$ cat src/rtl/can_rxf_pkg.sv
// Shared types and constants of the CAN receive filter with per-client frame queues.
// Holds the sizing constants, the command and frame records and the kind and status codes.
// No dependencies.
`default_nettype none

package can_rxf_pkg;

	// Sizing of the block.
	localparam int NUM_CLIENTS = 4;
	localparam int QUEUE_DEPTH = 16;

	localparam int CL_W  = (NUM_CLIENTS > 1) ? $clog2(NUM_CLIENTS) : 1;
	localparam int PTR_W = (QUEUE_DEPTH > 1) ? $clog2(QUEUE_DEPTH) : 1;
	localparam int CNT_W = $clog2(QUEUE_DEPTH + 1);

	// Fixed field widths.
	localparam int NUM_FILTERS = 4;
	localparam int KIND_W      = 2;
	localparam int CLIENT_W    = 2;
	localparam int ID_W        = 29;
	localparam int DLC_W       = 4;
	localparam int DATA_W      = 64;
	localparam int STATUS_W    = 2;
	localparam int MASK_W      = 4;
	localparam int LEVEL_W     = 5;
	localparam int LIM_W       = 5;
	localparam int LIMITS_W    = 20;
	localparam int FW_W        = 63;

	// Configuration port.
	localparam int APB_DW   = 64;
	localparam int APB_AW   = 6;
	localparam int REG_IDX_W = 3;

	localparam logic [LIMITS_W-1:0] LIMITS_RESET = 20'd541200;

	// Bit positions inside a filter word.
	localparam int FW_MASK_LSB = 29;
	localparam int FW_EXT_MUST = 58;
	localparam int FW_EXT      = 59;
	localparam int FW_RTR_MUST = 60;
	localparam int FW_RTR      = 61;
	localparam int FW_ENABLE   = 62;

	// Command queue between front and back.
	localparam int CMDQ_DEPTH = 2;
	localparam int CMDQ_AW    = 1;

	typedef enum logic [KIND_W-1:0] {
		KIND_FRAME  = 2'd0,
		KIND_POP    = 2'd1,
		KIND_CLEAR  = 2'd2,
		KIND_STATUS = 2'd3
	} kind_t;

	typedef enum logic [STATUS_W-1:0] {
		ST_OK         = 2'd0,
		ST_EMPTY      = 2'd1,
		ST_BAD_CLIENT = 2'd2,
		ST_OVERFLOW   = 2'd3
	} status_t;

	typedef enum logic [REG_IDX_W-1:0] {
		REG_FILTER0 = 3'd0,
		REG_FILTER1 = 3'd1,
		REG_FILTER2 = 3'd2,
		REG_FILTER3 = 3'd3,
		REG_LIMITS  = 3'd4
	} reg_idx_t;

	typedef logic [NUM_FILTERS-1:0][FW_W-1:0] fw_bank_t;

	typedef struct packed {
		logic [ID_W-1:0]   id;
		logic              ext;
		logic              rtr;
		logic [DLC_W-1:0]  dlc;
		logic [DATA_W-1:0] data;
	} frame_t;

	// One classified request on its way to the back end.
	typedef struct packed {
		kind_t                  kind;
		logic [CLIENT_W-1:0]    client;
		logic                   in_range;
		logic                   client_ok;
		logic [NUM_CLIENTS-1:0] pass;
		frame_t                 frame;
	} cmd_t;

	typedef struct packed {
		logic                wr;
		logic [LIMITS_W-1:0] value;
	} limits_upd_t;

endpackage

`default_nettype wire

$ cat src/rtl/can_rxf_cmdq.sv
// Short command queue that decouples the filter front end from the queue back end.
// Two entries of classified commands. Depends on can_rxf_pkg.
`default_nettype none

module can_rxf_cmdq (
	input  logic              clk,
	input  logic              arst_n,
	input  logic              wr_en,
	input  can_rxf_pkg::cmd_t wr_cmd,
	output logic              full,
	input  logic              rd_en,
	output can_rxf_pkg::cmd_t rd_cmd,
	output logic              valid
);
	import can_rxf_pkg::*;

	cmd_t               mem_q [CMDQ_DEPTH];
	logic [CMDQ_AW-1:0] wptr_q;
	logic [CMDQ_AW-1:0] rptr_q;
	logic [CMDQ_AW:0]   count_q;

	assign full   = (count_q == (CMDQ_AW + 1)'(CMDQ_DEPTH));
	assign valid  = (count_q != '0);
	assign rd_cmd = mem_q[rptr_q];

	always_ff @(posedge clk) begin
		if (wr_en) begin
			mem_q[wptr_q] <= wr_cmd;
		end
	end

	always_ff @(posedge clk or negedge arst_n) begin
		if (!arst_n) begin
			wptr_q  <= '0;
			rptr_q  <= '0;
			count_q <= '0;
		end else begin
			if (wr_en) begin
				wptr_q <= wptr_q + 1'b1;
			end
			if (rd_en) begin
				rptr_q <= rptr_q + 1'b1;
			end
			if (wr_en && !rd_en) begin
				count_q <= count_q + 1'b1;
			end else if (rd_en && !wr_en) begin
				count_q <= count_q - 1'b1;
			end
		end
	end

endmodule

`default_nettype wire

$ cat config.mk
export PLATFORM = sky130hd
export DESIGN_NAME = can_rxf_cmdq
export DESIGN_NICKNAME = d
export VERILOG_FILES = /design/src/rtl/can_rxf_pkg.sv /design/src/rtl/can_rxf_cmdq.sv
export SDC_FILE = /design/constraint.sdc
export NUM_CORES = 1
export LEC_CHECK = 0
export BUFFER_PORTS_ARGS = -buffer_cell sky130_fd_sc_hd__buf_2
export CAP_MARGIN = 0
export CORE_ASPECT_RATIO = 1.75
export CORE_MARGIN = 5
export CORE_UTILIZATION = 35
export DETAILED_ROUTE_END_ITERATION = 10
export GPL_TIMING_DRIVEN = 0
export PLACE_DENSITY_LB_ADDON = 0.25
export SYNTH_ARGS = -nofsm -noshare
export SYNTH_HDL_FRONTEND = slang
export SYNTH_SLANG_ARGS = --single-unit
export TNS_END_PERCENT = 20
$ cat constraint.sdc
create_clock -name clk -period 6.6 [get_ports clk]
set_clock_uncertainty 0.1 [all_clocks]
set_input_delay 0.33 -clock clk [delete_from_list [all_inputs] [get_ports clk]]
set_output_delay 0.33 -clock clk [all_outputs]
set_load 0.03 [all_outputs]
==> summary.md <==
| Metric | Value |
|---|---|
| Mapped cell area | 8554 um2 |
| Hold Vio Cnt, Final | 0 |
| Slew Limit Fails | 0 |
| Combinational Power Share | 0.406 |
| RSZ-0062 raised after global routing | false |
| Post-route insts no fill | 1035 |
| Worst stage delay on the critical path | 0.36 ns |
| Initial antenna violation count | 0 |
| Sw frac | 0.3403 |
| Clock root buffer | clkbuf_16 |
| Total grt overflow | 0 |
| Routed wire length | 17900 um |
| Antenna Nets Post-Route | 0 |
| Clock transition at path regs | 0.06 ns |
| DR WL/cell | 17.29 um |
| Max-cap violations | 0 |
| Via density | 4.382 |
| Register bit total from synthesis | 222 |
| Crit share post-route | 0.3389 |
| Clock power share | 0.217 |
| Antenna diode count | 0 |
| Syn Area/Cell | ~24 um2 |
| I/O Pins | between 200 and 250 |
| Layout Nets | roughly 830 |
| Worst vdd ir | 0.3785 mV |
| Ys Warns | 0 |
| Sequential fraction of the synthesis area | 0.7769 |
| Inst Count DP | 890 |
| Net Sw Power | about 1.8 mW |
| Largest net degree at the start of global routing | between 50 and 60 |
| Die area | 27790 um2 |
| Clock Sinks | 222 |
| TritonCTS Buffers | 21 |
| HPWL after DPL | roughly 12000 um |
| Worst Path Buf+Inv | 3 |
| Worst path top cell family by delay | buffers and inverters |
| Crit-path cells | buf_6, buf_12, mux2_4, buf_2 |
| Rows | 75 |
| Mapped Nets | 469 |
| Worst Max-Slew Pin Slew | 0.7807 ns |
| Die H | ~220 um |
| P per Cell Area | 432.5 nW/um2 |
| Yosys cell types | 15 |
| All-layer global routing usage | 0.1245 |
| Worst skew pair latency | 0.49 ns |
| Reg2reg setup slack | between 4 and 5 ns |
| CP Launch Type | flip-flop |
| Worst slew margin | 0.4795 |
| Crit path DAT | 1.81 ns |
| Initial DRT Pass Iterations | 4 |
| IO buf count | approximately 220 |
| CTS tree | built |
| Area Growth Syn to Fin | 39.14% |
| Initial drt markers | 182 |
| Crit end category | output pin |
| Vias in the first global route | 5064 |
| Share of cells above drive strength 1 | 0.5199 |
| Slowest CP cell | dfrtp_1 |
| Sequential group share of total power | 0.377 |
| H-Tree Depth | 1 |
| Final min period | 2.237 ns |
| Starting Density | 0.3561 |
| Worst Path Max Fanout | 10 |
| Clk buf depth | 3 |
| Chip Width | about 130 um |
| Setup CP Type | flip-flop to output pin |
| Via total after detailed routing | approximately 4500 |
| Status | complete, no violations |
| Pre-CTS WS | 4.482 ns |
| F_max | 0.4471 GHz |
| HP Class | input port to asynchronous set/reset pin |
| Final setup fails | 0 |
| Remaining DRCs | 0 |
| Syn Inst Count | 355 |
| Critical Path RT | slightly above 6 ns |
| Placer Congestion | 0.6934 |
| Worst Slack Setup Final | 4.363 ns |
| Int Pwr | 3.396 mW |
| Leak Pwr | 4.795 nW |
| First-pass GRT wire length | roughly 27000 um |
| Hold WS | 0.06939 ns |
| CORE AREA | 24020 um2 |
-- synthesized netlist by cell type --
master,n,share of area
buf_12,10,0.023
xnor2_1,1,0.0010
xor2_1,4,0.0041
nor2_1,1,0.00044
mux2_4,100,0.18
and2_1,1,0.00073
or2_2,1,0.00073
mux2_2,9,0.012
inv_1,1,0.00044
buf_6,1,0.0013
dfrtp_1,4,0.012
nor2b_1,2,0.0015
ha_1,1,0.0015
edfxtp_1,218,0.77
buf_2,1,0.00058
-- placed cells by master, fill, tap and decap left out --
cell | Yosys | final
and2_4 | 0 | 1
buf_12 | 10 | 13
buf_16 | 0 | 1
buf_2 | 1 | 224
buf_6 | 1 | 1
bufinv_16 | 0 | 1
clkbuf_1 | 0 | 5
clkbuf_16 | 0 | 21
clkbuf_8 | 0 | 2
clkinv_1 | 0 | 1
clkinv_2 | 0 | 1
clkinv_4 | 0 | 2
dfrtp_1 | 4 | 4
dlygate4sd3_1 | 0 | 112
edfxtp_1 | 218 | 218
ha_1 | 1 | 1
inv_1 | 1 | 1
mux2_2 | 9 | 9
mux2_4 | 100 | 100
nor2_1 | 1 | 1
nor2b_1 | 2 | 1
nor2b_4 | 0 | 1
or2_2 | 1 | 1
xnor2_1 | 1 | 1
xor2_1 | 4 | 4
-- path summary, 6_finish.rpt --
kind / start / end / cells past startpoint
hold reg to reg: count_q[1] / count_q[1] / 1
setup / recovery: rptr_q / rd_cmd[108] / 4
setup reg to reg: wptr_q / mem_q[0][45] / 3
min in group clk: count_q[1] / count_q[1] / 1
max in group asynchronous: arst_n / wptr_q / 2
hold / removal: arst_n / count_q[0] / 2
-- power by group through the flow --
stage / Clock, mW / Sequential [mW] / Combinational [mW]
2_1_floorplan: 0 / 1.99 / 1.55
3_3_place_gp: 0 / 2.02 / 2.01
3_5_place_dp: 0 / 1.97 / 2.07
4_1_cts: 1.16 / 1.94 / 2.13
5_1_grt: 1.23 / 1.96 / 2.19
6_report: 1.12 / 1.94 / 2.09
-- registers in the layout, summed over array words and instances (netlist names) --
name / cells
count_q: 2
mem_q: 218
rptr_q: 1
wptr_q: 1
-- worst reg2reg max path, stage by stage, from the launching register on --
cell,delay [ns]
dfrtp_1,0.43
nor2b_4,0.63
buf_12,0.28
buf_12,0.27
-- metal layers --
layer / GRT usage / wire, um
met3: 0.02674 / 1037
met1: 0.1245 / 6032
met4: 0.04639 / 512
met5: 0 / 0
met2: 0.2440 / 10310
-- through the flow --
stage / util / power [mW] / setup TNS, ns / instance area (um2)
floorplan: - / 3.542 / 0 / 8554
global placement: 0.4186 / 4.038 / -202.33 / 10060
detailed placement: 0.4227 / 4.046 / 0 / 10150
CTS: 0.4955 / 5.233 / 0 / 11900
global route: 0.4955 / 5.386 / 0 / 11900
finish: 0.4955 / 5.148 / 0 / 11900
-- what timing repair did --
item,CTS,global route
buffers inserted,0,0
hold buffers,112,0
hold endpoints to repair,224,0
gates resized for setup,0,0
-- cell families after synthesis --
| group | count (synthesis) | share of synthesized area |
|---|---|---|
| xor+xnor | 5 | 0.005119 |
| fa+ha+maj | 1 | 0.001462 |
| buf+inv | 13 | 0.02574 |
| flops | 222 | 0.7769 |
| mux | 109 | 0.1874 |
| simple gates | 5 | 0.003364 |
-- final cells by class --
cell class	count	area, um2
fill	2045	12120
multi-input combinational	120	1698
inverter	1	3.754
buffer	12	216.5
timing repair buffer	339	2325
clock buffer	28	571.8
sequential	222	6646
tap	308	385.4
clock inverter	5	56.30
(Power assumes the default switching activity.)
