==> src/rtl/can_rxf_pkg.sv <==
// Shared types and constants of the CAN receive filter with per-client frame queues.
// Holds the sizing constants, the command and frame records and the kind and status codes.
// No dependencies.
`default_nettype none

package can_rxf_pkg;

	// Sizing of the block.
	localparam int NUM_CLIENTS = 4;
	localparam int QUEUE_DEPTH = 16;

	localparam int CL_W  = (NUM_CLIENTS > 1) ? $clog2(NUM_CLIENTS) : 1;
	localparam int PTR_W = (QUEUE_DEPTH > 1) ? $clog2(QUEUE_DEPTH) : 1;
	localparam int CNT_W = $clog2(QUEUE_DEPTH + 1);

	// Fixed field widths.
	localparam int NUM_FILTERS = 4;
	localparam int KIND_W      = 2;
	localparam int CLIENT_W    = 2;
	localparam int ID_W        = 29;
	localparam int DLC_W       = 4;
	localparam int DATA_W      = 64;
	localparam int STATUS_W    = 2;
	localparam int MASK_W      = 4;
	localparam int LEVEL_W     = 5;
	localparam int LIM_W       = 5;
	localparam int LIMITS_W    = 20;
	localparam int FW_W        = 63;

	// Configuration port.
	localparam int APB_DW   = 64;
	localparam int APB_AW   = 6;
	localparam int REG_IDX_W = 3;

	localparam logic [LIMITS_W-1:0] LIMITS_RESET = 20'd541200;

	// Bit positions inside a filter word.
	localparam int FW_MASK_LSB = 29;
	localparam int FW_EXT_MUST = 58;
	localparam int FW_EXT      = 59;
	localparam int FW_RTR_MUST = 60;
	localparam int FW_RTR      = 61;
	localparam int FW_ENABLE   = 62;

	// Command queue between front and back.
	localparam int CMDQ_DEPTH = 2;
	localparam int CMDQ_AW    = 1;

	typedef enum logic [KIND_W-1:0] {
		KIND_FRAME  = 2'd0,
		KIND_POP    = 2'd1,
		KIND_CLEAR  = 2'd2,
		KIND_STATUS = 2'd3
	} kind_t;

	typedef enum logic [STATUS_W-1:0] {
		ST_OK         = 2'd0,
		ST_EMPTY      = 2'd1,
		ST_BAD_CLIENT = 2'd2,
		ST_OVERFLOW   = 2'd3
	} status_t;

	typedef enum logic [REG_IDX_W-1:0] {
		REG_FILTER0 = 3'd0,
		REG_FILTER1 = 3'd1,
		REG_FILTER2 = 3'd2,
		REG_FILTER3 = 3'd3,
		REG_LIMITS  = 3'd4
	} reg_idx_t;

	typedef logic [NUM_FILTERS-1:0][FW_W-1:0] fw_bank_t;

	typedef struct packed {
		logic [ID_W-1:0]   id;
		logic              ext;
		logic              rtr;
		logic [DLC_W-1:0]  dlc;
		logic [DATA_W-1:0] data;
	} frame_t;

	// One classified request on its way to the back end.
	typedef struct packed {
		kind_t                  kind;
		logic [CLIENT_W-1:0]    client;
		logic                   in_range;
		logic                   client_ok;
		logic [NUM_CLIENTS-1:0] pass;
		frame_t                 frame;
	} cmd_t;

	typedef struct packed {
		logic                wr;
		logic [LIMITS_W-1:0] value;
	} limits_upd_t;

endpackage

`default_nettype wire

==> src/rtl/can_rxf_front.sv <==
// Front end of the CAN receive filter: accepts requests and runs the acceptance filters.
// Produces one classified command per request. Depends on can_rxf_pkg.
`default_nettype none

module can_rxf_front (
	input  can_rxf_pkg::fw_bank_t             filters,
	input  logic                              push,
	output logic                              full,
	input  logic [can_rxf_pkg::KIND_W-1:0]    kind,
	input  logic [can_rxf_pkg::CLIENT_W-1:0]  client,
	input  logic [can_rxf_pkg::ID_W-1:0]      frame_id,
	input  logic                              frame_ext,
	input  logic                              frame_rtr,
	input  logic [can_rxf_pkg::DLC_W-1:0]     frame_dlc,
	input  logic [can_rxf_pkg::DATA_W-1:0]    frame_data,
	input  logic                              q_full,
	output logic                              cmd_push,
	output can_rxf_pkg::cmd_t                 cmd
);
	import can_rxf_pkg::*;

	logic [FW_W-1:0] fw_sel;
	logic            in_range;

	assign full     = q_full;
	assign cmd_push = push && !q_full;

	assign in_range = ({1'b0, client} < (CLIENT_W + 1)'(NUM_CLIENTS));
	assign fw_sel   = filters[client];

	always_comb begin
		cmd.kind       = kind_t'(kind);
		cmd.client     = client;
		cmd.in_range   = in_range;
		cmd.client_ok  = in_range && fw_sel[FW_ENABLE];
		cmd.frame.id   = frame_id;
		cmd.frame.ext  = frame_ext;
		cmd.frame.rtr  = frame_rtr;
		cmd.frame.dlc  = frame_dlc;
		cmd.frame.data = frame_data;
		// A client takes the frame when enabled, the masked ID hits its code and the
		// flags agree wherever the filter asks for a match.
		for (int c = 0; c < NUM_CLIENTS; c++) begin
			cmd.pass[c] = filters[c][FW_ENABLE]
				&& ((frame_id & filters[c][FW_MASK_LSB +: ID_W]) == filters[c][ID_W-1:0])
				&& (!filters[c][FW_EXT_MUST] || (filters[c][FW_EXT] == frame_ext))
				&& (!filters[c][FW_RTR_MUST] || (filters[c][FW_RTR] == frame_rtr));
		end
	end

endmodule

`default_nettype wire

==> config.mk <==
export PLATFORM = sky130hd
export DESIGN_NAME = can_rxf_front
export DESIGN_NICKNAME = d
export VERILOG_FILES = /design/src/rtl/can_rxf_pkg.sv /design/src/rtl/can_rxf_front.sv
export SDC_FILE = /design/constraint.sdc
export NUM_CORES = 1
export LEC_CHECK = 0
export ABC_AREA = 1
export BUFFER_PORTS_ARGS = -buffer_cell sky130_fd_sc_hd__buf_2
export CORE_AREA = 2 2 181 183
export DETAILED_ROUTE_END_ITERATION = 7
export DIE_AREA = 0 0 183 185
export PLACE_DENSITY = 0.42
export SLEW_MARGIN = 10
export SYNTH_ARGS = -nofsm -noshare
export SYNTH_HDL_FRONTEND = slang
export SYNTH_SLANG_ARGS = --single-unit
==> constraint.sdc <==
create_clock -name vclk -period 1.6
set_input_delay 0.16 -clock vclk [all_inputs]
set_output_delay 0.16 -clock vclk [all_outputs]
set_load 0.05 [all_outputs]
==> reports/qor.csv, run 1 <==
metric;value;unit
antenna violations before repair;3;
Leak Pwr;3.45;nW
vias per cell;3.61;
first-pass GRT wire length;28.6;mm
CP cell instances;buf_2, nand2_1, nand2_1, nor2_1, nor2_1, nand2_1, nor2_1, buf_4, nand2_1, nor2_1, buf_4, buf_12;
DR iter-0 viols;118;
Final Cycle Share;0.941;
Final Max Tran Viols;0;
CP top delay family;buffers and inverters;
Fill cells;3870;
worst vdd ir;0.0864;mV
Clock power frac;0;
met2 WL;10.5;mm
synthesized area;3810;um2
# DRC;0;
Comb power frac;1.000;
post-synthesis compound-gate area fraction;0.0167;
Routed WL per cell;14.1;um
top-count cell post-synth;nand2_1;
layout cell share with drive strength beyond 1;0.386;
largest family of logic cells by synthesized area;simple AND/OR/NAND/NOR gates;
slowest stage cell, crit path;buf_2;
clock buf count;0;
gp weighted congestion;0.832;
DR pass1 iterations;4;
vias;5332;
Period minus WS final;1510;ps
Placeable Area;32000;um2
Cell Count, Final, Fillers Out;1479;
Post-Syn Area per Cell;4.57;um2
Initial Util;0.119;
Met1 Routed Length;8.35;mm
Post-Synth XOR/XNOR Area;0;
register area;0;um2
Synth warnings;0;
sequential share of the synthesized area;0;
I/O pin total;468;
Synth cell types;14;
part of the power in registers;0;
CP Max Fanout;9;
CP endpoint kind;output pin;
Net Count, Synth;1191;
NetSw;0.859;mW
# nets final;1428;
synthesized-area fraction occupied by adder cells;0;
port bufs;327;
Post-Synth Simple-Gate Area;0.645;
Worst Setup Start Kind;input pin;
largest net degree at the start of global routing;10;
placed cell count;1476;
status;finished clean;
critical path arrival;1350;ps
die height;185;um
RSZ-0062 raised after global routing;yes;
Yosys top cell area share;0.390;
WP buf/inv;4;
Cell Int Power;0.587;mW
row count;66;
vias in the first global route;4930;
Final Util;0.172;
Yosys top cell by area;nand2_1;
final hold viol count;0;
Sw Ratio;0.594;
top sig layer;met5;
max-cap violations;0;
Routed Antenna Nets;0;
critical setup path kind;in2out;
Seq cells;0;
Hold WC Path Type;in2out;
Die W;183;um
pwr dens;262;nW/um2
Syn-to-layout area delta;44.7;%
ranking of synthesized cells by area;nand2_1 39%, buf_4 24%, nand3_1 11%;
Post-synth top cells;396 x nand2_1, 123 x buf_4, 97 x nor2_1, 87 x inv_1, 85 x nand3_1;
Die Area;33900;um2
Slowest Stage Delay on Critical Path;200;ps
detailed placer's ending HPWL;19.6;mm
met3 WL;1.36;mm
post-synthesis mux area share;0;
overall routed net length;20.8;mm
Total GRT Usage;0.114;
synthesized instance count;834;
Req. time, crit path;1440;ps
area taken by multi-input logic gates;2660;um2
Max Clk Rate;0.664;GHz
Final setup viols;0;
GRT overflow;0;
## placed cells by master, fill, tap and decap left out
master	instances
o21ai_2	2
nor2_4	3
a21oi_1	1
nand2_4	2
o21ai_1	5
inv_1	87
o21ai_0	3
buf_6	1
nand3_1	84
nand2_1	380
buf_12	4
diode_2	2
conb_1	1
nand3b_1	17
nor2_1	77
buf_4	43
buf_2	310
nand2_2	15
clkbuf_4	7
nor2_2	25
a32oi_1	1
nand3_2	1
## final timing paths
path / startpoint / endpoint / slack (ps) / cells after the start
max: frame_ext / cmd[100] / 90 / 12
min: kind[1] / cmd[108] / 320 / 0
## logic make-up after synthesis
family | Yosys count
other | 1
buffers and inverters | 217
and+or+nand+nor | 604
AOI/OAI and AO/OA | 12
## metrics by stage
stage	hold slack (ps)	total power, mW	setup slack [ps]	setup TNS [ps]	instance area (um2)
2_1_floorplan	487	1.24	83.9	0	3810
6_report	320	1.45	94.7	0	5520
3_5_place_dp	320	1.44	-265	-711	5340
3_3_place_gp	320	1.42	-297	-755	5340
5_1_grt	320	1.64	-12.0	-12.0	5520
4_1_cts	320	1.46	1.99	0	5410
## timing repair
item	CTS	global route
buffers inserted	0	1
resized for setup	22	40
hold buffers	0	0
pin swaps	4	18
endpoints found under the setup margin	4	4
## area by class of cell
| cell class | count | area share |
|---|---|---|
| Timing Repair Buffer | 365 | 0.366 |
| Antenna cell | 2 | 0.000907 |
| Tap cell | 408 | 0.0926 |
| Inverter | 87 | 0.0592 |
| Multi-Input combinational cell | 617 | 0.481 |
## power groups by stage
stage                     Combinational, mW    Clock, mW  Sequential [mW]
after CTS                              1.46            0                0
after detailed placement               1.44            0                0
after floorplan                        1.24            0                0
after global routing                   1.64  0.000000167                0
after global placement                 1.42            0                0
final                                  1.45  0.000000167                0
## metal layers
layer | track usage | up-vias
met3 | 0.0208 | 39
met5 | 0 | -
met2 | 0.225 | 222
met4 | 0.0262 | 2
met1 | 0.125 | 2190
li1 | - | 2879
Power figures use the tool's default switching activity.
==> run 2: changes to the inputs <==
- PLACE_DENSITY: 0.42 -> not set
- PLACE_DENSITY_LB_ADDON: not set -> 0.1
==> run 2 against run 1 <==
Effect of this change: die area is the same; worst hold slack is the same; routed wire length grew 2.5%; first-iteration DRC count grew 30%; non-clock buffer count shrank 12; global-route usage grew 0.23 points; highest routed layer unchanged; core utilization shrank 0.24 points; sequential share of layout area is the same; flip-flop and latch count is the same; fmax grew 1.7%.
==> reports/qor.csv, run 2 (same netlist as run 1, synthesis figures left out) <==
metric;value;unit
status;finished clean;
Cell Int Power;0.571;mW
Worst Setup Start Kind;input pin;
layout cell share with drive strength beyond 1;0.377;
register area;0;um2
setup TNS;0;ps
detailed placer's ending HPWL;20.0;mm
vias in the first global route;5019;
# nets final;1416;
gp weighted congestion;0.780;
met2 Resource Use GR;0.229;
vias;5278;
Critical Path Source;frame_id[4];
row count;66;
area taken by multi-input logic gates;2650;um2
Hold WC Path Type;in2out;
M1 GR Usage;0.128;
critical setup path kind;in2out;
DR pass1 iterations;7;
Cell Count, Final, Fillers Out;1467;
Fill cells;3846;
Clock power frac;0;
overall routed net length;21.3;mm
critical path arrival;1320;ps
max-cap violations;0;
vias per cell;3.60;
Routed Antenna Nets;0;
min-delay src;frame_data[14];
CP Max Fanout;6;
CP endpoint kind;output pin;
Post-DP Area;5280;um2
worst vdd ir;0.0841;mV
DR iter-0 viols;153;
pwr dens;258;nW/um2
Final setup viols;0;
Design Area, Final;5440;um2
Req. time, crit path;1440;ps
grt peak-use layer;met2;
Comb power frac;1.000;
die height;185;um
largest net degree at the start of global routing;10;
first-pass GRT wire length;29.6;mm
routing usage on met3;0.0277;
Die W;183;um
Initial Util;0.119;
Max Clk Rate;0.676;GHz
Sw Ratio;0.593;
RSZ-0062 raised after global routing;yes;
port bufs;327;
antenna violations before repair;3;
NetSw;0.832;mW
GRT overflow;0;
# DRC;0;
Total GRT Usage;0.116;
clock buf count;0;
most frequent cells in the layout;381 x nand2_1, 304 x buf_2, 87 x inv_1, 84 x nand3_1, 78 x nor2_1;
Final Cycle Share;0.925;
Die Area;33900;um2
Seq cells;0;
part of the power in registers;0;
Leak Pwr;3.39;nW
Period minus WS final;1480;ps
Final Max Tran Viols;0;
placed cell count;1468;
most common cell after layout, fill and taps aside;nand2_1;
Routed WL per cell;14.5;um
Syn-to-layout area delta;42.7;%
final hold viol count;0;
Placeable Area;32000;um2
I/O pin total;468;
Final Util;0.170;
overall power;1.40;mW
run 2: cell types whose count changed in the layout (fill, tap and decap cells not counted):
| cell | change |
|---|---|
| buf_6 | +2 |
| buf_4 | -12 |
| buf_2 | -6 |
| nor2_4 | +2 |
| nand2_2 | +1 |
| nor2_1 | +1 |
| o21ai_2 | -1 |
| nand2_4 | -2 |
| o21ai_1 | +1 |
| nand2_1 | +1 |
| clkbuf_4 | +4 |
| nor2_2 | -3 |
run 2: repair_timing:
action | in CTS | in global routing
hold endpoints to repair | 0 | 0
hold buffers | 0 | 0
pin swaps | 5 | 19
setup buffers | 0 | 0
resized for setup | 26 | 40
setup endpoints to repair | 4 | 4
run 2: power by group through the flow:
stage               registers, mW  logic [mW]  clock network, mW
floorplan                       0        1.24                  0
global placement                0        1.39                  0
detailed placement              0        1.40                  0
CTS                             0        1.42                  0
global route                    0        1.59        0.000000167
finish                          0        1.40        0.000000167
run 2: metal layers:
metal  wire, um  vias to the layer above
met5         13                        -
met2      11000                      215
li1           -                     2854
met1       8280                     2179
met4        387                        2
met3       1690                       28
run 2: per-stage QoR:
step | hold WS (ps) | setup slack (ps)
3_3_place_gp | 320 | -198
2_1_floorplan | 487 | 83.9
4_1_cts | 320 | 8.28
3_5_place_dp | 320 | -202
6_report | 320 | 120
5_1_grt | 320 | -13.6
run 2: path summary, 6_finish.rpt:
kind	endpoint	slack [ps]	cells past startpoint
hold / removal	cmd[14]	320	0
setup / recovery	cmd[102]	120	11
run 2: critical path, cell delays in order:
cell	delay (ps)
buf_2	130
buf_4	140
nand2_1	40
nand2_1	50
nand2_1	60
nor2_2	130
nand2_2	70
nor2_4	160
nand2_2	90
nor2_4	130
buf_12	140
run 2: layout make-up:
class,instances,area share
timing repair buffer,353,0.359
antenna,2,0.000920
tap,408,0.0939
multi-input combinational,617,0.487
inverter,87,0.0600
