--- config.mk ---
export PLATFORM = sky130hd
export DESIGN_NAME = can_rxf_regs
export DESIGN_NICKNAME = d
export VERILOG_FILES = /design/src/rtl/can_rxf_pkg.sv /design/src/rtl/can_rxf_regs.sv
export SDC_FILE = /design/constraint.sdc
export NUM_CORES = 1
export LEC_CHECK = 0
export ABC_AREA = 1
export BUFFER_PORTS_ARGS = -buffer_cell sky130_fd_sc_hd__buf_2
export CAP_MARGIN = 10
export CORE_AREA = 2 2 168 170
export CTS_BUF_LIST = sky130_fd_sc_hd__clkbuf_4 sky130_fd_sc_hd__clkbuf_8 sky130_fd_sc_hd__clkbuf_16
export DETAILED_ROUTE_END_ITERATION = 8
export DIE_AREA = 0 0 170 172
export GPL_TIMING_DRIVEN = 0
export MAX_ROUTING_LAYER = met4
export PLACE_DENSITY = 0.79
export SLEW_MARGIN = 10
export SYNTH_ARGS = -nofsm -noshare
export SYNTH_HDL_FRONTEND = slang
export SYNTH_SLANG_ARGS = --single-unit
--- constraint.sdc ---
create_clock -name clk -period 1.6 [get_ports clk]
set_clock_uncertainty 0.2 [all_clocks]
set_input_delay 0.16 -clock clk [delete_from_list [all_inputs] [get_ports clk]]
set_output_delay 0.16 -clock clk [all_outputs]
set_load 0.01 [all_outputs]
--- src/rtl/can_rxf_pkg.sv ---
// Shared types and constants of the CAN receive filter with per-client frame queues.
// Holds the sizing constants, the command and frame records and the kind and status codes.
// No dependencies.
`default_nettype none

package can_rxf_pkg;

	// Sizing of the block.
	localparam int NUM_CLIENTS = 4;
	localparam int QUEUE_DEPTH = 16;

	localparam int CL_W  = (NUM_CLIENTS > 1) ? $clog2(NUM_CLIENTS) : 1;
	localparam int PTR_W = (QUEUE_DEPTH > 1) ? $clog2(QUEUE_DEPTH) : 1;
	localparam int CNT_W = $clog2(QUEUE_DEPTH + 1);

	// Fixed field widths.
	localparam int NUM_FILTERS = 4;
	localparam int KIND_W      = 2;
	localparam int CLIENT_W    = 2;
	localparam int ID_W        = 29;
	localparam int DLC_W       = 4;
	localparam int DATA_W      = 64;
	localparam int STATUS_W    = 2;
	localparam int MASK_W      = 4;
	localparam int LEVEL_W     = 5;
	localparam int LIM_W       = 5;
	localparam int LIMITS_W    = 20;
	localparam int FW_W        = 63;

	// Configuration port.
	localparam int APB_DW   = 64;
	localparam int APB_AW   = 6;
	localparam int REG_IDX_W = 3;

	localparam logic [LIMITS_W-1:0] LIMITS_RESET = 20'd541200;

	// Bit positions inside a filter word.
	localparam int FW_MASK_LSB = 29;
	localparam int FW_EXT_MUST = 58;
	localparam int FW_EXT      = 59;
	localparam int FW_RTR_MUST = 60;
	localparam int FW_RTR      = 61;
	localparam int FW_ENABLE   = 62;

	// Command queue between front and back.
	localparam int CMDQ_DEPTH = 2;
	localparam int CMDQ_AW    = 1;

	typedef enum logic [KIND_W-1:0] {
		KIND_FRAME  = 2'd0,
		KIND_POP    = 2'd1,
		KIND_CLEAR  = 2'd2,
		KIND_STATUS = 2'd3
	} kind_t;

	typedef enum logic [STATUS_W-1:0] {
		ST_OK         = 2'd0,
		ST_EMPTY      = 2'd1,
		ST_BAD_CLIENT = 2'd2,
		ST_OVERFLOW   = 2'd3
	} status_t;

	typedef enum logic [REG_IDX_W-1:0] {
		REG_FILTER0 = 3'd0,
		REG_FILTER1 = 3'd1,
		REG_FILTER2 = 3'd2,
		REG_FILTER3 = 3'd3,
		REG_LIMITS  = 3'd4
	} reg_idx_t;

	typedef logic [NUM_FILTERS-1:0][FW_W-1:0] fw_bank_t;

	typedef struct packed {
		logic [ID_W-1:0]   id;
		logic              ext;
		logic              rtr;
		logic [DLC_W-1:0]  dlc;
		logic [DATA_W-1:0] data;
	} frame_t;

	// One classified request on its way to the back end.
	typedef struct packed {
		kind_t                  kind;
		logic [CLIENT_W-1:0]    client;
		logic                   in_range;
		logic                   client_ok;
		logic [NUM_CLIENTS-1:0] pass;
		frame_t                 frame;
	} cmd_t;

	typedef struct packed {
		logic                wr;
		logic [LIMITS_W-1:0] value;
	} limits_upd_t;

endpackage

`default_nettype wire

--- src/rtl/can_rxf_regs.sv ---
// Configuration register file of the CAN receive filter: four filter words and the limits.
// APB-style slave with zero wait states. Depends on can_rxf_pkg.
`default_nettype none

module can_rxf_regs (
	input  logic                           clk,
	input  logic                           arst_n,
	input  logic                           psel,
	input  logic                           penable,
	input  logic                           pwrite,
	input  logic [can_rxf_pkg::APB_AW-1:0] paddr,
	input  logic [can_rxf_pkg::APB_DW-1:0] pwdata,
	output logic [can_rxf_pkg::APB_DW-1:0] prdata,
	output logic                           pready,
	output can_rxf_pkg::fw_bank_t          filters,
	output logic [can_rxf_pkg::LIMITS_W-1:0] limits,
	output can_rxf_pkg::limits_upd_t       limits_upd
);
	import can_rxf_pkg::*;

	fw_bank_t              filters_q;
	logic [LIMITS_W-1:0]   limits_q;
	reg_idx_t              idx;
	logic                  wr;

	assign pready = 1'b1;
	assign idx    = reg_idx_t'(paddr[APB_AW-1:APB_AW-REG_IDX_W]);
	assign wr     = psel && penable && pwrite;

	always_ff @(posedge clk or negedge arst_n) begin
		if (!arst_n) begin
			filters_q <= '0;
			limits_q  <= LIMITS_RESET;
		end else if (wr) begin
			case (idx)
				REG_FILTER0: filters_q[0] <= pwdata[FW_W-1:0];
				REG_FILTER1: filters_q[1] <= pwdata[FW_W-1:0];
				REG_FILTER2: filters_q[2] <= pwdata[FW_W-1:0];
				REG_FILTER3: filters_q[3] <= pwdata[FW_W-1:0];
				REG_LIMITS:  limits_q     <= pwdata[LIMITS_W-1:0];
				default: ;
			endcase
		end
	end

	always_comb begin
		case (idx)
			REG_FILTER0: prdata = APB_DW'(filters_q[0]);
			REG_FILTER1: prdata = APB_DW'(filters_q[1]);
			REG_FILTER2: prdata = APB_DW'(filters_q[2]);
			REG_FILTER3: prdata = APB_DW'(filters_q[3]);
			REG_LIMITS:  prdata = APB_DW'(limits_q);
			default:     prdata = '0;
		endcase
	end

	assign filters          = filters_q;
	assign limits           = limits_q;
	// The back end clips its fill counts to the limits being written.
	assign limits_upd.wr    = wr && (idx == REG_LIMITS);
	assign limits_upd.value = pwdata[LIMITS_W-1:0];

endmodule

`default_nettype wire

==> results.yml, run 1 <==
setup_path:
  path_class: "flip-flop to output port"
  rr_worst_depth: 9
  required_ps: 1240
  r2r_setup_slack_ps: 70
  crit_fanout: 2
  critPathLaunch: "filters[144]$_DFFE_PN0P_"
  cpMaxStageDelayCell: "dfrtp_1"
  critical-path-top-delay-family: "simple AND/OR/NAND/NOR gates"
  worstReg2RegEnd: "filters[232]$_DFFE_PN0P_"
  crit_chain: "nand4_1 > nand2_1 > nor2_1 > nand2_1 > buf_2"
  worst-endpoint-arrival_ps: 1540
  rr_startpoint: "filters[232]$_DFFE_PN0P_"
  critPathMaxStageDelay_ps: 400
  cp_common_cell: "nand2_1"
  endpoint_kind: "output port"
  critPathBufInv: 1
  critPathLaunchType: "flip-flop"
yosys:
  syn_area_per_cell_um2: 7.81
  ys_seq_area_frac: 0.523
  synthFlopType: "dfrtp_1"
  yosys_warnings: 0
  synthTopCellsByArea: "dfrtp_1 (52%), nand2_1 (13%), o21ai_0 (11%)"
  syn_nets: 1741
  synth_cell_type_count: 23
  synth_top_area_frac: 0.515
  synthesis.area_um2: 13000
  synth_area_leader_cell: "dfrtp_1"
  synthArstFlopShare: 1.00
  synth-seq-cells: 272
  syn_inst: 1666
  synth_edf_count: 0
cts:
  clkSlewWorstSetupHoldPaths_ps: 60
  clock_latency_ps: 560
  htreeDepth: 1
  root_buffer: "clkbuf_16"
  clk_path_buf_depth: 3
  cts_sinks: 272
  cts_hold_buffers: 65
  cts_tree: "built"
  cts_buffers: 29
outcome:
  failed_checks: "hold timing, setup timing"
  status: "finished, violations left"
final_layout:
  layout_common_cells: "nand2_1 (455), buf_2 (376), dfrtp_1 (265), o21ai_0 (256), inv_1 (193)"
  final_common_cell: "nand2_1"
  drive_gt1_frac: 0.369
  layoutNonFillerInstCount: 2721
  nFillCells: 1918
  fin_nets: 2426
  syn_to_final_growth_pct: 51.9
drt:
  wl_per_cell_um: 21.6
  drtIter0Drc: 1904
  firstDrtPassIters: 5
  dr_total_vias: 15449
  detail-route-antenna-nets: 0
  viasPerCell: 5.68
  drc_errors: 0
  routed_wl_um: 58700
sta:
  slew_viol_final: 0
  fin_ws_ps: -300
  slew_headroom: 0.542
  rsz0062_at_grt: "true"
  hold_ws_ps: -76.0
  hold_viol_final: 46
  tightest_slew_ps: 687
  min_period_over_period: 1.19
  fmax_mhz: 526
  min_period_ps: 1900
  finalSetupViolations: 79
global_routing:
  grt_pass1_wl_um: 80300
  antenna_found_initial: 1
  grt_util_all_layers: 0.370
  gr-total-overflow: 0
  grt_max_degree: 113
  first_global_vias: 14158
die:
  num_io_pins: 433
  die_y_um: 172
  die-area_um2: 29200
  core_area_um2: 27500
  row_count: 61
  die_w_um: 170
  start_util: 0.474
place:
  gp_congestion: 0.925
  dp.cells: 2439
  place_hpwl_um: 36100
  numPortBuffers: 425
  dpl_worst_slack_ps: -664
min_path:
  hp-class: "input pin to asynchronous set/reset pin"
power:
  ir_worst_vdd_mv: 0.709
  leakage_nw: 10.7
  powerDensity_nw_per_um2: 1210
  p_total_mw: 24.0
flow_run:
  max_cap_viol_count: 0
## what timing repair did
item,4_1_cts,5_1_grt
gates resized for setup,139,233
cloned,0,8
endpoints found under the hold margin,543,46
setup buffers,63,113
setup endpoints to repair,68,108
pin swaps,30,100
## Yosys cell counts (26+ instances only)
cell      number
nand4_1       28
buf_4         41
a21oi_1       43
inv_1        229
nand3_1       84
nand2_1      463
dfrtp_1      268
nor2_1        76
buf_2         26
clkbuf_1      47
o21ai_0      299
o21ai_1       28
## flip-flops by register name, indices dropped and copies added, names as in the netlist
name and flops:
filters 252, limits 20
## stage by stage
step	utilization	TNS, ps	area, µm²
2_1_floorplan	-	0	13000
3_3_place_gp	0.567	-1404240	15600
3_5_place_dp	0.569	-150630	15600
4_1_cts	0.660	-10650	18100
5_1_grt	0.719	-15670	19800
6_report	0.719	-11490	19800
## logic make-up (layout without fill, tap and decap cells)
| logic type | after synthesis | after routing | synth area share |
|---|---|---|---|
| flip-flops | 272 | 272 | 0.523 |
| buffers and inverters | 362 | 1070 | 0.124 |
| AND/OR/NAND/NOR | 660 | 660 | 0.209 |
| AO/OA/AOI/OAI | 370 | 370 | 0.142 |
| other | 2 | 3 | 0.000577 |
## worst max-delay path by stage
stage	endpoint	slack, ps	cells after the start
global route	prdata[3]	-370	5
CTS	prdata[4]	-300	5
global placement	filters[101]$_DFFE_PN0P_	-4740	1
floorplan	prdata[20]	180	7
detailed placement	prdata[53]	-660	8
finish	prdata[18]	-300	5
## layout make-up
type / instances / area (µm²) / area share
inverters: 234 / 888 / 0.0449
diodes: 1 / 2.50 / 0.000127
well taps: 346 / 433 / 0.0219
plain buffers: 128 / 961 / 0.0486
multi-input cells: 1032 / 4930 / 0.250
clock buffers: 39 / 851 / 0.0430
flip-flops and latches: 272 / 6820 / 0.345
clock inverters: 15 / 158 / 0.00798
repair buffers: 654 / 4720 / 0.239
## metal layers
| layer | wire (µm) | GRT usage | up-vias |
|---|---|---|---|
| met4 | 3790 | 0.204 | 0 |
| met5 | 0 | - | - |
| met1 | 21500 | 0.460 | 7276 |
| met3 | 6610 | 0.0771 | 310 |
| li1 | - | - | 6608 |
| met2 | 26800 | 0.572 | 1255 |
## report_power, final
group | switching (mW) | internal [mW] | leakage [nW]
Sequential | 1.13 | 8.25 | 3.42
Combinational | 4.02 | 3.42 | 6.80
Clock | 2.95 | 4.20 | 0.514
Total | 8.09 | 15.9 | 10.7
(Power assumes the default switching activity.)
==> run 2, diff against run 1 <==
--- a/config.mk
+++ b/config.mk
@@ -19,3 +19,4 @@
 export SYNTH_ARGS = -nofsm -noshare
 export SYNTH_HDL_FRONTEND = slang
 export SYNTH_SLANG_ARGS = --single-unit
+export TNS_END_PERCENT = 1
==> run 2 against run 1 <==
The flow still finishes with violations (hold timing, setup timing); flip-flop and latch count is the same; cell count shrank 5.8%; worst hold slack gained 3.0 ps.
==> results.yml, run 2 (synthesis results as in run 1) <==
drt:
  wl_per_cell_um: 20.5
  top_layer: "met4"
  detail-route-antenna-nets: 0
  met1_length_um: 20100
  firstDrtPassIters: 6
  drtIter0Drc: 1543
  dr_total_vias: 14145
  drc_errors: 0
  dr_wl_met3_um: 5190
  viasPerCell: 5.52
  met2_length_um: 24000
  routed_wl_um: 52500
global_routing:
  grt_util_all_layers: 0.362
  antenna_found_initial: 1
  first_global_vias: 13700
  grt_max_degree: 113
  grt_pass1_wl_um: 78400
  gr-total-overflow: 0
flow_run:
  max_cap_viol_count: 0
setup_path:
  worst-endpoint-arrival_ps: 1550
  crit_fanout: 2
  path_class: "flip-flop to output port"
  required_ps: 1240
  critPathLaunchType: "flip-flop"
  endpoint_kind: "output port"
  critPathLaunch: "limits[14]$_DFFE_PN1P_"
  rr_startpoint: "limits[19]$_DFFE_PN1P_"
place:
  place_hpwl_um: 36100
  dpl_worst_slack_ps: -664
  numPortBuffers: 425
  gp_congestion: 0.925
sta:
  fin_setup_tns_ps: -11240
  hold_ws_ps: -73.0
  min_period_ps: 1910
  min_period_over_period: 1.19
  rsz0062_at_grt: "true"
  fmax_mhz: 524
  slew_headroom: 0.540
  fin_ws_ps: -307
  finalSetupViolations: 67
  slew_viol_final: 0
  hold_viol_final: 46
  tightest_slew_ps: 690
outcome:
  status: "finished, violations left"
  failed_checks: "hold timing, setup timing"
die:
  die-area_um2: 29200
  die_w_um: 170
  die_y_um: 172
  start_util: 0.474
  num_io_pins: 433
  core_area_um2: 27500
  row_count: 61
cts:
  htreeDepth: 1
  root_buffer: "clkbuf_16"
  cts_hold_buffers: 65
  cts_buffers: 29
  cts_sinks: 272
  clk_path_buf_depth: 3
  clkSlewWorstSetupHoldPaths_ps: 60
  clock_latency_ps: 550
  cts_tree: "built"
final_layout:
  final-seq-area_um2: 6820
  syn_to_final_growth_pct: 35.6
  layout_common_cells: "nand2_1 (461), buf_2 (430), dfrtp_1 (265), o21ai_0 (263), inv_1 (210)"
  nFillCells: 2324
  final_core_util: 0.642
  multi_input_area_um2: 4670
  final_common_cell: "nand2_1"
  largest_reg_flops: 252
  fin_nets: 2267
  drive_gt1_frac: 0.288
power:
  p_int_mw: 14.6
  p_total_mw: 22.0
  powerDensity_nw_per_um2: 1240
  p_sw_frac: 0.336
  seqPwrFrac: 0.429
  leakage_nw: 9.77
  clkPwrFrac: 0.323
  ir_worst_vdd_mv: 0.798
  switchingPower_mw: 7.39
  p_comb_frac: 0.248
min_path:
  hp-class: "input pin to asynchronous set/reset pin"
run 2: cell types whose count changed in the layout (fill, tap and decap cells not counted), sizes merged:
| cell | change |
|---|---|
| clkbuf | -8 |
| buf | -151 |
run 2: what timing repair did:
item / 4_1_cts / 5_1_grt
gates resized for setup: 67 / 111
pin swaps: 12 / 31
setup endpoints to repair: 68 / 68
hold endpoints to repair: 543 / 46
setup buffers: 3 / 0
run 2: metal layers:
metal  global-route usage  vias to the layer above
met3               0.0719                      225
met2                0.557                     1000
met5                    -                        -
met1                0.455                     6642
met4                0.193                        0
li1                     -                     6278
run 2: area by class of cell:
| type | instances | share of cell area |
|---|---|---|
| multi-input cells | 1032 | 0.265 |
| inverters | 234 | 0.0502 |
| repair buffers | 495 | 0.165 |
| well taps | 346 | 0.0245 |
| flip-flops and latches | 272 | 0.386 |
| clock inverters | 15 | 0.00893 |
| clock buffers | 39 | 0.0482 |
| plain buffers | 128 | 0.0522 |
| diodes | 1 | 0.000142 |
run 2: worst paths after layout:
kind | endpoint | slack, ps | depth (start not counted)
min reg2reg | limits[9]$_DFFE_PN1P_ | 310 | 2
max in group asynchronous | filters[222]$_DFFE_PN0P_ | 330 | 3
max reg2reg | limits[19]$_DFFE_PN1P_ | 510 | 3
max | prdata[14] | -310 | 5
min | filters[135]$_DFFE_PN0P_ | -70 | 2
min in group clk | limits[14]$_DFFE_PN1P_ | 20 | 6
run 2: through the flow:
stage	cells	cell area, µm²
4_1_cts	2561	17500
6_report	2562	17700
3_5_place_dp	2439	15600
2_1_floorplan	1666	13000
5_1_grt	2562	17700
3_3_place_gp	2437	15600
run 2: power by group through the flow:
stage | combinational [mW] | clock (mW) | sequential [mW]
after floorplan | 1.80 | 0 | 9.86
after global placement | 4.93 | 0 | 9.40
after detailed placement | 5.08 | 0 | 9.44
after CTS | 5.33 | 7.12 | 9.33
after global routing | 5.97 | 7.45 | 9.53
final | 5.45 | 7.10 | 9.41
run 2: critical path: stages (launching register included):
cell and delay [ps]:
dfstp_2 530, nand3_1 80, o21ai_1 110, inv_1 60, nand2_1 70, buf_2 130
